$ cat src/hw/rtl/ecf_pkg.sv
// ----------------------------------------------------------------------------
// ecf_pkg: shared types and constants of the equal-power crossfade
// Fixed sample and gain widths, polynomial coefficients of the quarter-sine
// gain curve, register indexes and the controller/datapath interface structs.
// ----------------------------------------------------------------------------
`default_nettype none

package ecf_pkg;

    // Fixed sizes of the stream and the fade
    localparam int SAMPLE_BITS = 24;
    localparam int DATA_W      = 24;
    localparam int LEN_W       = 22;
    localparam int MAX_FADE    = 2097152;
    localparam int PHASE_BITS  = 10;
    localparam int K_W         = PHASE_BITS + 1;

    // Gain polynomial: Q30 argument, Q15 result
    localparam int FRAC_W      = 30;
    localparam int COEF_W      = 31;
    localparam int PROD_W      = 2 * COEF_W;
    localparam int T_W         = PROD_W - FRAC_W;
    localparam int GAIN_W      = 15;
    localparam int ACC_W       = 41;
    localparam int MIX_W       = DATA_W + GAIN_W + 1;

    localparam logic [COEF_W-1:0] COEF1 = 31'd1686629713;
    localparam logic [COEF_W-1:0] COEF3 = 31'd693598668;
    localparam logic [COEF_W-1:0] COEF5 = 31'd85569306;
    localparam logic [COEF_W-1:0] COEF7 = 31'd5026995;
    localparam logic [COEF_W-1:0] COEF9 = 31'd172272;

    // Sequencer step counts
    localparam int DIV_STEPS  = PHASE_BITS;
    localparam int GAIN_STEPS = 7;
    localparam int CNT_W      = 4;

    // Configuration register indexes
    localparam int CFG_IDX_W = 2;
    localparam logic [CFG_IDX_W-1:0] REG_ENABLE  = 2'd0;
    localparam logic [CFG_IDX_W-1:0] REG_FADE    = 2'd1;
    localparam logic [CFG_IDX_W-1:0] REG_OUT_LEN = 2'd2;

    // Gain unit operations, one per cycle
    typedef enum logic [2:0] {
        GOP_NONE,
        GOP_X2,
        GOP_T9,
        GOP_T7,
        GOP_T5,
        GOP_T3,
        GOP_S,
        GOP_G
    } t_gop;

    // Commands from the controller to the datapath
    typedef struct packed {
        logic load;
        logic div_step;
        t_gop gop;
        logic mix_c;
        logic mix_s;
        logic out_load;
        logic out_mixed;
    } t_cmd;

    // Status from the datapath to the controller
    typedef struct packed {
        logic fade;
    } t_sts;

endpackage

`default_nettype wire

$ cat src/hw/rtl/ecf_ctrl.sv
// ----------------------------------------------------------------------------
// ecf_ctrl: crossfade controller
// Sequences one item through decide, divide, gain, mix and output steps
// (only decide and output outside the fade); owns input ready and output valid.
// ----------------------------------------------------------------------------
`default_nettype none

module ecf_ctrl (
    input  wire logic          i_clk,
    input  wire logic          i_rst_n,
    input  wire logic          i_in_valid,
    output logic               o_in_ready,
    output logic               o_out_valid,
    input  wire logic          i_out_ready,
    output ecf_pkg::t_cmd      o_cmd,
    input  wire ecf_pkg::t_sts i_sts
);

    localparam int CW = ecf_pkg::CNT_W;
    localparam logic [CW-1:0] DIV_LAST  = CW'(ecf_pkg::DIV_STEPS - 1);
    localparam logic [CW-1:0] GAIN_LAST = CW'(ecf_pkg::GAIN_STEPS - 1);

    typedef enum logic [2:0] {
        S_IDLE,
        S_DECIDE,
        S_DIV,
        S_GAIN,
        S_MIX_C,
        S_MIX_S,
        S_DONE
    } t_state;

    t_state        r_state;
    t_state        n_state;
    logic [CW-1:0] r_cnt;
    logic [CW-1:0] n_cnt;
    logic          r_mixed;
    logic          n_mixed;
    logic          r_out_valid;
    logic          n_out_valid;
    logic          w_accept;
    logic          w_out_free;

    assign o_in_ready  = (r_state == S_IDLE);
    assign o_out_valid = r_out_valid;
    assign w_accept    = i_in_valid && o_in_ready;
    assign w_out_free  = !r_out_valid || i_out_ready;

    // Next state and commands
    always_comb begin
        n_state     = r_state;
        n_cnt       = r_cnt;
        n_mixed     = r_mixed;
        n_out_valid = r_out_valid && !i_out_ready;
        o_cmd       = '0;
        o_cmd.gop   = ecf_pkg::GOP_NONE;
        case (r_state)
            S_IDLE: begin
                if (w_accept) begin
                    o_cmd.load = 1'b1;
                    n_state    = S_DECIDE;
                end
            end
            S_DECIDE: begin
                n_cnt   = '0;
                n_mixed = i_sts.fade;
                n_state = i_sts.fade ? S_DIV : S_DONE;
            end
            S_DIV: begin
                o_cmd.div_step = 1'b1;
                n_cnt          = r_cnt + CW'(1);
                if (r_cnt == DIV_LAST) begin
                    n_cnt   = '0;
                    n_state = S_GAIN;
                end
            end
            S_GAIN: begin
                case (r_cnt)
                    CW'(0):  o_cmd.gop = ecf_pkg::GOP_X2;
                    CW'(1):  o_cmd.gop = ecf_pkg::GOP_T9;
                    CW'(2):  o_cmd.gop = ecf_pkg::GOP_T7;
                    CW'(3):  o_cmd.gop = ecf_pkg::GOP_T5;
                    CW'(4):  o_cmd.gop = ecf_pkg::GOP_T3;
                    CW'(5):  o_cmd.gop = ecf_pkg::GOP_S;
                    CW'(6):  o_cmd.gop = ecf_pkg::GOP_G;
                    default: o_cmd.gop = ecf_pkg::GOP_NONE;
                endcase
                n_cnt = r_cnt + CW'(1);
                if (r_cnt == GAIN_LAST) begin
                    n_cnt   = '0;
                    n_state = S_MIX_C;
                end
            end
            S_MIX_C: begin
                o_cmd.mix_c = 1'b1;
                n_state     = S_MIX_S;
            end
            S_MIX_S: begin
                o_cmd.mix_s = 1'b1;
                n_state     = S_DONE;
            end
            S_DONE: begin
                // Hold until the result register is free
                if (w_out_free) begin
                    o_cmd.out_load  = 1'b1;
                    o_cmd.out_mixed = r_mixed;
                    n_out_valid     = 1'b1;
                    n_state         = S_IDLE;
                end
            end
            default: n_state = S_IDLE;
        endcase
    end

    // State and registered outputs
    always_ff @(posedge i_clk) begin
        if (!i_rst_n) begin
            r_state     <= S_IDLE;
            r_cnt       <= '0;
            r_mixed     <= 1'b0;
            r_out_valid <= 1'b0;
        end else begin
            r_state     <= n_state;
            r_cnt       <= n_cnt;
            r_mixed     <= n_mixed;
            r_out_valid <= n_out_valid;
        end
    end

endmodule

`default_nettype wire

$ cat config.mk
export PLATFORM = sky130hd
export DESIGN_NAME = ecf_ctrl
export DESIGN_NICKNAME = d
export VERILOG_FILES = /design/src/hw/rtl/ecf_pkg.sv /design/src/hw/rtl/ecf_ctrl.sv
export SDC_FILE = /design/constraint.sdc
export NUM_CORES = 1
export LEC_CHECK = 0
export ABC_CLOCK_PERIOD_IN_PS = 1400
export BUFFER_PORTS_ARGS = -buffer_cell sky130_fd_sc_hd__buf_2
export CAP_MARGIN = 15
export CORE_MARGIN = 10
export CORE_UTILIZATION = 50
export DETAILED_ROUTE_END_ITERATION = 10
export GPL_ROUTABILITY_DRIVEN = 0
export GPL_TIMING_DRIVEN = 1
export PLACE_DENSITY = 0.83
export SKIP_LAST_GASP = 1
export SLEW_MARGIN = 5
export SYNTH_ARGS = -nofsm -noshare
export SYNTH_HDL_FRONTEND = slang
export SYNTH_SLANG_ARGS = --single-unit
$ cat constraint.sdc
create_clock -name i_clk -period 1.4 [get_ports i_clk]
set_input_delay 0.21 -clock i_clk [delete_from_list [all_inputs] [get_ports i_clk]]
set_output_delay 0.21 -clock i_clk [all_outputs]
set_load 0.005 [all_outputs]
==> results of run 1 <==
## layout by cell type (no fill, tap or decap), types with 2 or more instances in the layout
cell       n
nor2_1    10
inv_1      3
nor3_1     2
a31oi_1    3
o21ai_0    3
buf_2     15
nand3_1    2
nand2_1    9
and2_1     3
dfxtp_1    3
buf_4      8
nor2b_1    2
dfxtp_2    6
a21oi_1    4
clkbuf_4   3
## layer usage
layer | vias up | track usage [%] | share of wire, %
met3 | 5 | 2.92 | 4.4
li1 | 326 | - | -
met4 | 0 | 6.87 | 2.1
met5 | - | 0 | 0
met1 | 292 | 10.7 | 44
met2 | 16 | 16.5 | 49
## tightest hold or removal path: cells and delay by family
kind / cells / cell delay [ns]
AND/OR/NAND/NOR: 1 / 0.05
buffers and inverters: 1 / 0.10
AO/OA/AOI/OAI: 1 / 0.05
## final cells by class
class | instances | share of cell area (%)
multi-input combinational | 63 | 53.5
sequential | 9 | 23.0
timing repair buffer | 23 | 16.6
clock buffer | 4 | 3.22
tap | 15 | 2.30
inverter | 3 | 1.38
## timing repair
item | CTS | global route
cloned | 0 | 0
setup buffers | 1 | 0
gates resized for setup | 8 | 5
endpoints found under the setup margin | 7 | 6
pin swaps | 3 | 1
## cell families (layout without fill, tap and decap cells)
group | Yosys count | count (layout) | synth area share [%]
flip-flops | 9 | 9 | 27.4
AO/OA/AOI/OAI | 20 | 20 | 24.0
XOR/XNOR | 2 | 2 | 2.66
AND/OR/NAND/NOR | 41 | 41 | 35.0
buffers and inverters | 10 | 30 | 11.0
## registers in the layout (all words and copies together), names as in the netlist
register / cells
r_state: 3
r_cnt: 4
o_out_valid: 1
r_mixed: 1
## worst max-delay path by stage
stage | start | to | slack [ns] | cells after the start
finish | r_state[2] | o_cmd[6] | -0.11 | 4
global route | r_state[2] | o_cmd[6] | -0.13 | 4
CTS | r_state[2] | o_cmd[4] | -0.1 | 4
detailed placement | r_state[1] | o_cmd[6] | 0.11 | 4
global placement | r_state[1] | o_cmd[6] | 0.15 | 4
floorplan | r_state[0] | o_cmd[5] | 0.22 | 4
## metrics by stage
step | std cells | area (um2) | setup WS, ns | TNS (ns) | util [%]
2_1_floorplan | 82 | 658 | 0.218 | 0 | -
3_3_place_gp | 112 | 743 | 0.151 | 0 | 58.6
3_5_place_dp | 112 | 743 | 0.107 | 0 | 58.6
4_1_cts | 117 | 798 | -0.0960 | -0.269 | 62.9
5_1_grt | 117 | 816 | -0.134 | -0.589 | 64.3
6_report | 117 | 816 | -0.109 | -0.284 | 64.3
## power groups by stage
| stage | clock [mW] | sequential (mW) | combinational, mW |
|---|---|---|---|
| after floorplan | 0 | 0.341 | 0.594 |
| after global placement | 0 | 0.386 | 0.710 |
| after detailed placement | 0 | 0.392 | 0.717 |
| after CTS | 0.208 | 0.395 | 0.752 |
| after global routing | 0.224 | 0.407 | 0.892 |
| final | 0.207 | 0.396 | 0.807 |
==> flow_metrics.tcl, run 1 <==
set metrics [dict create \
    outcome "complete, but fails checks" \
    violations "negative setup slack" \
    leakage_nw 0.389 \
    syn_avg_cell_area_um2 8.03 \
    numClockSinks 9 \
    arrival_ns 1.30 \
    drtPass1Iterations 4 \
    layout.nets 108 \
    p_seq_share_pct 28.1 \
    synth_area_leaders "dfxtp_1, nor2_1, nand2_1, buf_6, nand4b_4" \
    wl_per_cell_um 13.6 \
    insertion_delay_ns 0.27 \
    yosys.area.top_type "dfxtp_1" \
    die_y_um 56.3 \
    synth_ff_type "dfxtp_1" \
    power_mw 1.41 \
    area.sequential_um2 188 \
    finalSetupViolations 4 \
    cp.required_ns 1.19 \
    postCtsHoldBufs 0 \
    slew_headroom_pct 82.5 \
    path_max_fanout 3 \
    fp-row-count 13 \
    ys_ff_latch 9 \
    report.final.hold_viol_count 0 \
    p_comb_share_pct 57.2 \
    start_util_pct 51.9 \
    vias_per_cell 5.46 \
    slowest_delay_ns 0.34 \
    multi_input_area_um2 437 \
    synth.distinct_cells 35 \
    n_fill_cell 110 \
    layout_setup_ws_ns -0.109 \
    slew_violations 0 \
    whs_ns 0.196 \
    clk_pin_slew_ns 0.06 \
    cts.htree.levels 1 \
    grt.total_usage_pct 10.0 \
    crit_chain "nand2b_4, or3_4, nor2_1, buf_2" \
    holdPathStages 3 \
    r2r_start "r_state[2]" \
    cts_tree "built" \
    drt_wl_total_um 1590 \
    place_hpwl_um 1190 \
    die_area_um2 3170 \
    antenna_cells 0 \
    ys_warn_count 0 \
    rsz0062_at_grt "yes" \
    num_vias 639 \
    io_pins 16 \
    finClkSkew_ns 0.00488 \
    antenna_found_initial 0 \
    io_buffers 15 \
    core_area_um2 1270 \
    route.detailed.drc 0 \
    yosys.area.top_type_share_pct 27.4 \
    min_period_ns 1.51 \
    cts_root_buffer "clkbuf_4" \
    ir_worst_vdd_mv 0.730 \
    crit_type "flip-flop to output port" \
    grt_pass1_vias 627 \
    syn_nets 87 \
    synth_commonest_cells "nor2_1, dfxtp_1, nand2_1" \
    worstRegToRegCells 5 \
    postSynthCellCount 82 \
    path_buf_inv 1 \
    clock_path_buffers 2 \
    fin_crit_sh_pct 108 \
    die_x_um 56.3 \
    tightest_slew_ns 0.259 \
    fmax_mhz 663 \
    crit_family "simple AND/OR/NAND/NOR gates" \
    cp-start-kind "flip-flop" \
    regToRegSetupSlack_ns 0.17 \
    reg2reg_to "r_cnt[2]" \
    powerDensity_nw_per_um2 1730 \
    end_kind "output port" \
    synthesis.area_um2 658 \
    hp-class "input port to flip-flop" \
    grt_pass1_wl_um 2670 \
    synth-seq-area-share_pct 27.4 \
    grt_remaining_overflow 0 \
    synthArstFlopShare_pct 0 \
    min_to "r_mixed" \
    layout-drive-gt1-share_pct 44.1 \
    drv_cap 0 \
    grt_max_degree 13 \
    ant_nets 0 \
    synth.most_common_cell "nor2_1" \
    p_sw_share_pct 41.7 \
    p_sw_uw 589 \
    pwr-share-clk_pct 14.7 \
    cpMaxStageDelayCell "or3_4" \
    cts_made_buffers 3 \
    synth_edf_count 0 \
    min-delay-start "i_sts" \
    p_int_uw 821 \
    first_iter_violations 25 \
    area_delta_synth_final_pct 24.0 \
]
Note: power is estimated with default switching activity, not from simulation.
==> run 2, diff against run 1 <==
ABC_AREA = 1   (was default)
ABC_CLOCK_PERIOD_IN_PS = 1750   (was 1400)
CORE_AREA = 10 10 47 49   (was default)
CORE_MARGIN = default   (was 10)
CORE_UTILIZATION = default   (was 50)
DIE_AREA = 0 0 57 59   (was default)
PLACE_DENSITY = 0.74   (was 0.83)
clock period = 1.75 ns   (was 1.4 ns; I/O delays follow)
==> run 2 against run 1 <==
  * The run now ends clean
  * Worst setup slack improved by 0.24 ns
  * Register-to-register slack improved by 0.33 ns
  * Core utilization is 16 points lower
  * Non-clock buffer count fell by 8
  * Die area rose by 6.2%
  * Combinational power down 36%
  * Critical path depth grew 1
  * Cell count grew 7.7%
  * Hold slack gained 0.056 ns
  * Highest routed layer unchanged
  * Area after synthesis is 16% lower
  * Wire length fell by 12%
==> flow_metrics.tcl, run 2 <==
set metrics [dict create \
    outcome "completed" \
    rsz0062_at_grt "no" \
    finalSetupViolations 0 \
    ys_ff_latch 9 \
    cts.htree.levels 1 \
    synth_commonest_cells "nor2_1, nand2_1, inv_1" \
    crit_type "flip-flop to output port" \
    cts_root_buffer "clkbuf_4" \
    cp.required_ns 1.49 \
    start_util_pct 39.5 \
    leakage_nw 0.336 \
    layout.nets 116 \
    end_kind "output port" \
    cts_setup_buffers 0 \
    antenna_cells 0 \
    layout-drive-gt1-share_pct 24.5 \
    place_inst 122 \
    min_period_ns 1.62 \
    largest_register "r_cnt" \
    drv_cap 0 \
    num_vias 605 \
    slew_headroom_pct 84.2 \
    report.final.hold_viol_count 0 \
    multi_input_area_um2 313 \
    place_hpwl_um 1120 \
    first_iter_violations 19 \
    final_cell_mix "nor2_1, nand2_1, inv_1, buf_2, a21oi_1" \
    grt_pass1_vias 603 \
    finClkSkew_ns 0.0110 \
    ir_worst_vdd_mv 0.644 \
    ys_warn_count 0 \
    insertion_delay_ns 0.26 \
    synth_edf_count 0 \
    core_area_um2 1400 \
    synthesis.area_um2 553 \
    yosys.area.top_type "dfxtp_1" \
    die_area_um2 3360 \
    min-delay-start "i_sts" \
    cts_tree "built" \
    grt_remaining_overflow 0 \
    fp-row-count 14 \
    synthArstFlopShare_pct 0 \
    antenna_found_initial 0 \
    startpoint "r_state[1]" \
    fin_cells 126 \
    crit_chain "nand2_1, nor2_1, inv_1, nor3b_1, buf_2" \
    area.sequential_um2 181 \
    r2r_start "r_cnt[0]" \
    io_buffers 15 \
    route.detailed.drc 0 \
    yosys.area.top_type_share_pct 32.6 \
    fin_crit_sh_pct 92.6 \
    syn_avg_cell_area_um2 6.08 \
    synth.most_common_cell "nor2_1" \
    grt_max_degree 8 \
    grt_pass1_wl_um 2280 \
    drt_wl_total_um 1400 \
    die_x_um 57 \
    grt.total_usage_pct 8.20 \
    synth_ff_type "dfxtp_1" \
    synth_area_leaders "dfxtp_1, nor2_1, nand2_1, inv_1, a21oi_1" \
    vias_per_cell 4.80 \
    min_to "r_mixed" \
    finalSetupTns_ns 0 \
    reg2reg_to "r_state[0]" \
    synth.distinct_cells 15 \
    synth-seq-area-share_pct 32.6 \
    postSynthCellCount 91 \
    regToRegSetupSlack_ns 0.50 \
    fmax_mhz 617 \
    final_common_cell "nor2_1" \
    n_fill_cell 150 \
    cpMaxStageDelayCell "dfxtp_1" \
    holdPathStages 3 \
    clk_pin_slew_ns 0.06 \
    arrival_ns 1.36 \
    die_y_um 59 \
    area_delta_synth_final_pct 22.2 \
    largest_reg_flops 4 \
    cp-start-kind "flip-flop" \
    cts_made_buffers 3 \
    numClockSinks 9 \
    tightest_slew_ns 0.234 \
    wl_per_cell_um 11.1 \
    largestRegisters "r_cnt x4, r_state x3" \
    slew_violations 0 \
    hp-class "input port to flip-flop" \
    worst-path-stages 5 \
    ctsResizeCount 0 \
    syn_nets 96 \
    slowest_delay_ns 0.43 \
    crit_family "simple AND/OR/NAND/NOR gates" \
    path_max_fanout 5 \
    ant_nets 0 \
    postCtsHoldBufs 0 \
    whs_ns 0.251 \
    drtPass1Iterations 4 \
    path_buf_inv 2 \
    powerDensity_nw_per_um2 1490 \
    worstRegToRegCells 8 \
    clock_path_buffers 2 \
    io_pins 16 \
]
-- run 2: cell count changes after synthesis, sizes merged, moves of 7 or more --
cell   change
buf        -7
nand2     +10
a21oi      +7
nor2       +9
inv       +13
-- run 2: worst max-delay path by stage --
| stage | endpoint | slack [ns] |
|---|---|---|
| 6_report | o_cmd[0] | 0.13 |
| 5_1_grt | o_cmd[0] | 0.02 |
| 4_1_cts | o_cmd[0] | 0.10 |
| 3_5_place_dp | o_cmd[0] | 0.40 |
| 3_3_place_gp | o_cmd[0] | 0.43 |
| 2_1_floorplan | o_cmd[0] | 0.60 |
-- run 2: area by class of cell --
cell class	instances	share of cell area [%]
tap	16	2.96
clock buffer	4	3.89
inverter	16	8.89
timing repair buffer	15	11.1
multi-input combinational	66	46.3
sequential	9	26.9
-- run 2: metrics by stage --
step | setup slack [ns] | utilization, % | area (um2) | power [mW]
2_1_floorplan | 0.602 | - | 553 | 0.694
3_3_place_gp | 0.427 | 46.3 | 648 | 0.832
3_5_place_dp | 0.405 | 46.3 | 648 | 0.843
4_1_cts | 0.103 | 48.1 | 674 | 1.00
5_1_grt | 0.0161 | 48.2 | 676 | 1.09
6_report | 0.130 | 48.2 | 676 | 1.00
-- run 2: power by group --
part | internal [mW] | switching (mW) | total (mW)
combinational | 0.185 | 0.330 | 0.515
sequential | 0.261 | 0.0697 | 0.331
clock | 0.0877 | 0.0697 | 0.157
-- run 2: cell families (layout without fill, tap and decap cells) --
kind of cell	Yosys count	in the layout	synth area share, %
simple gates	48	48	39.6
xor+xnor	1	1	1.58
compound gates	17	17	15.4
buf+inv	16	35	10.9
flops	9	9	32.6
-- run 2: worst register-to-register path, cell delays in order (launching register included) --
cell and delay [ns]:
dfxtp_1 0.39, inv_1 0.10, nor2_1 0.18, nand2_1 0.09
nand2_2 0.08, nand2_2 0.08, nor2_4 0.10, nand2_1 0.06
a21oi_1 0.11
-- run 2: per-layer routing --
metal,global-route usage [%],share of wire (%),up-vias
met1,8.88,47,257
met5,0,0,-
met4,5.37,2.2,0
met2,13.3,43,20
met3,2.79,7.8,5
li1,-,-,323
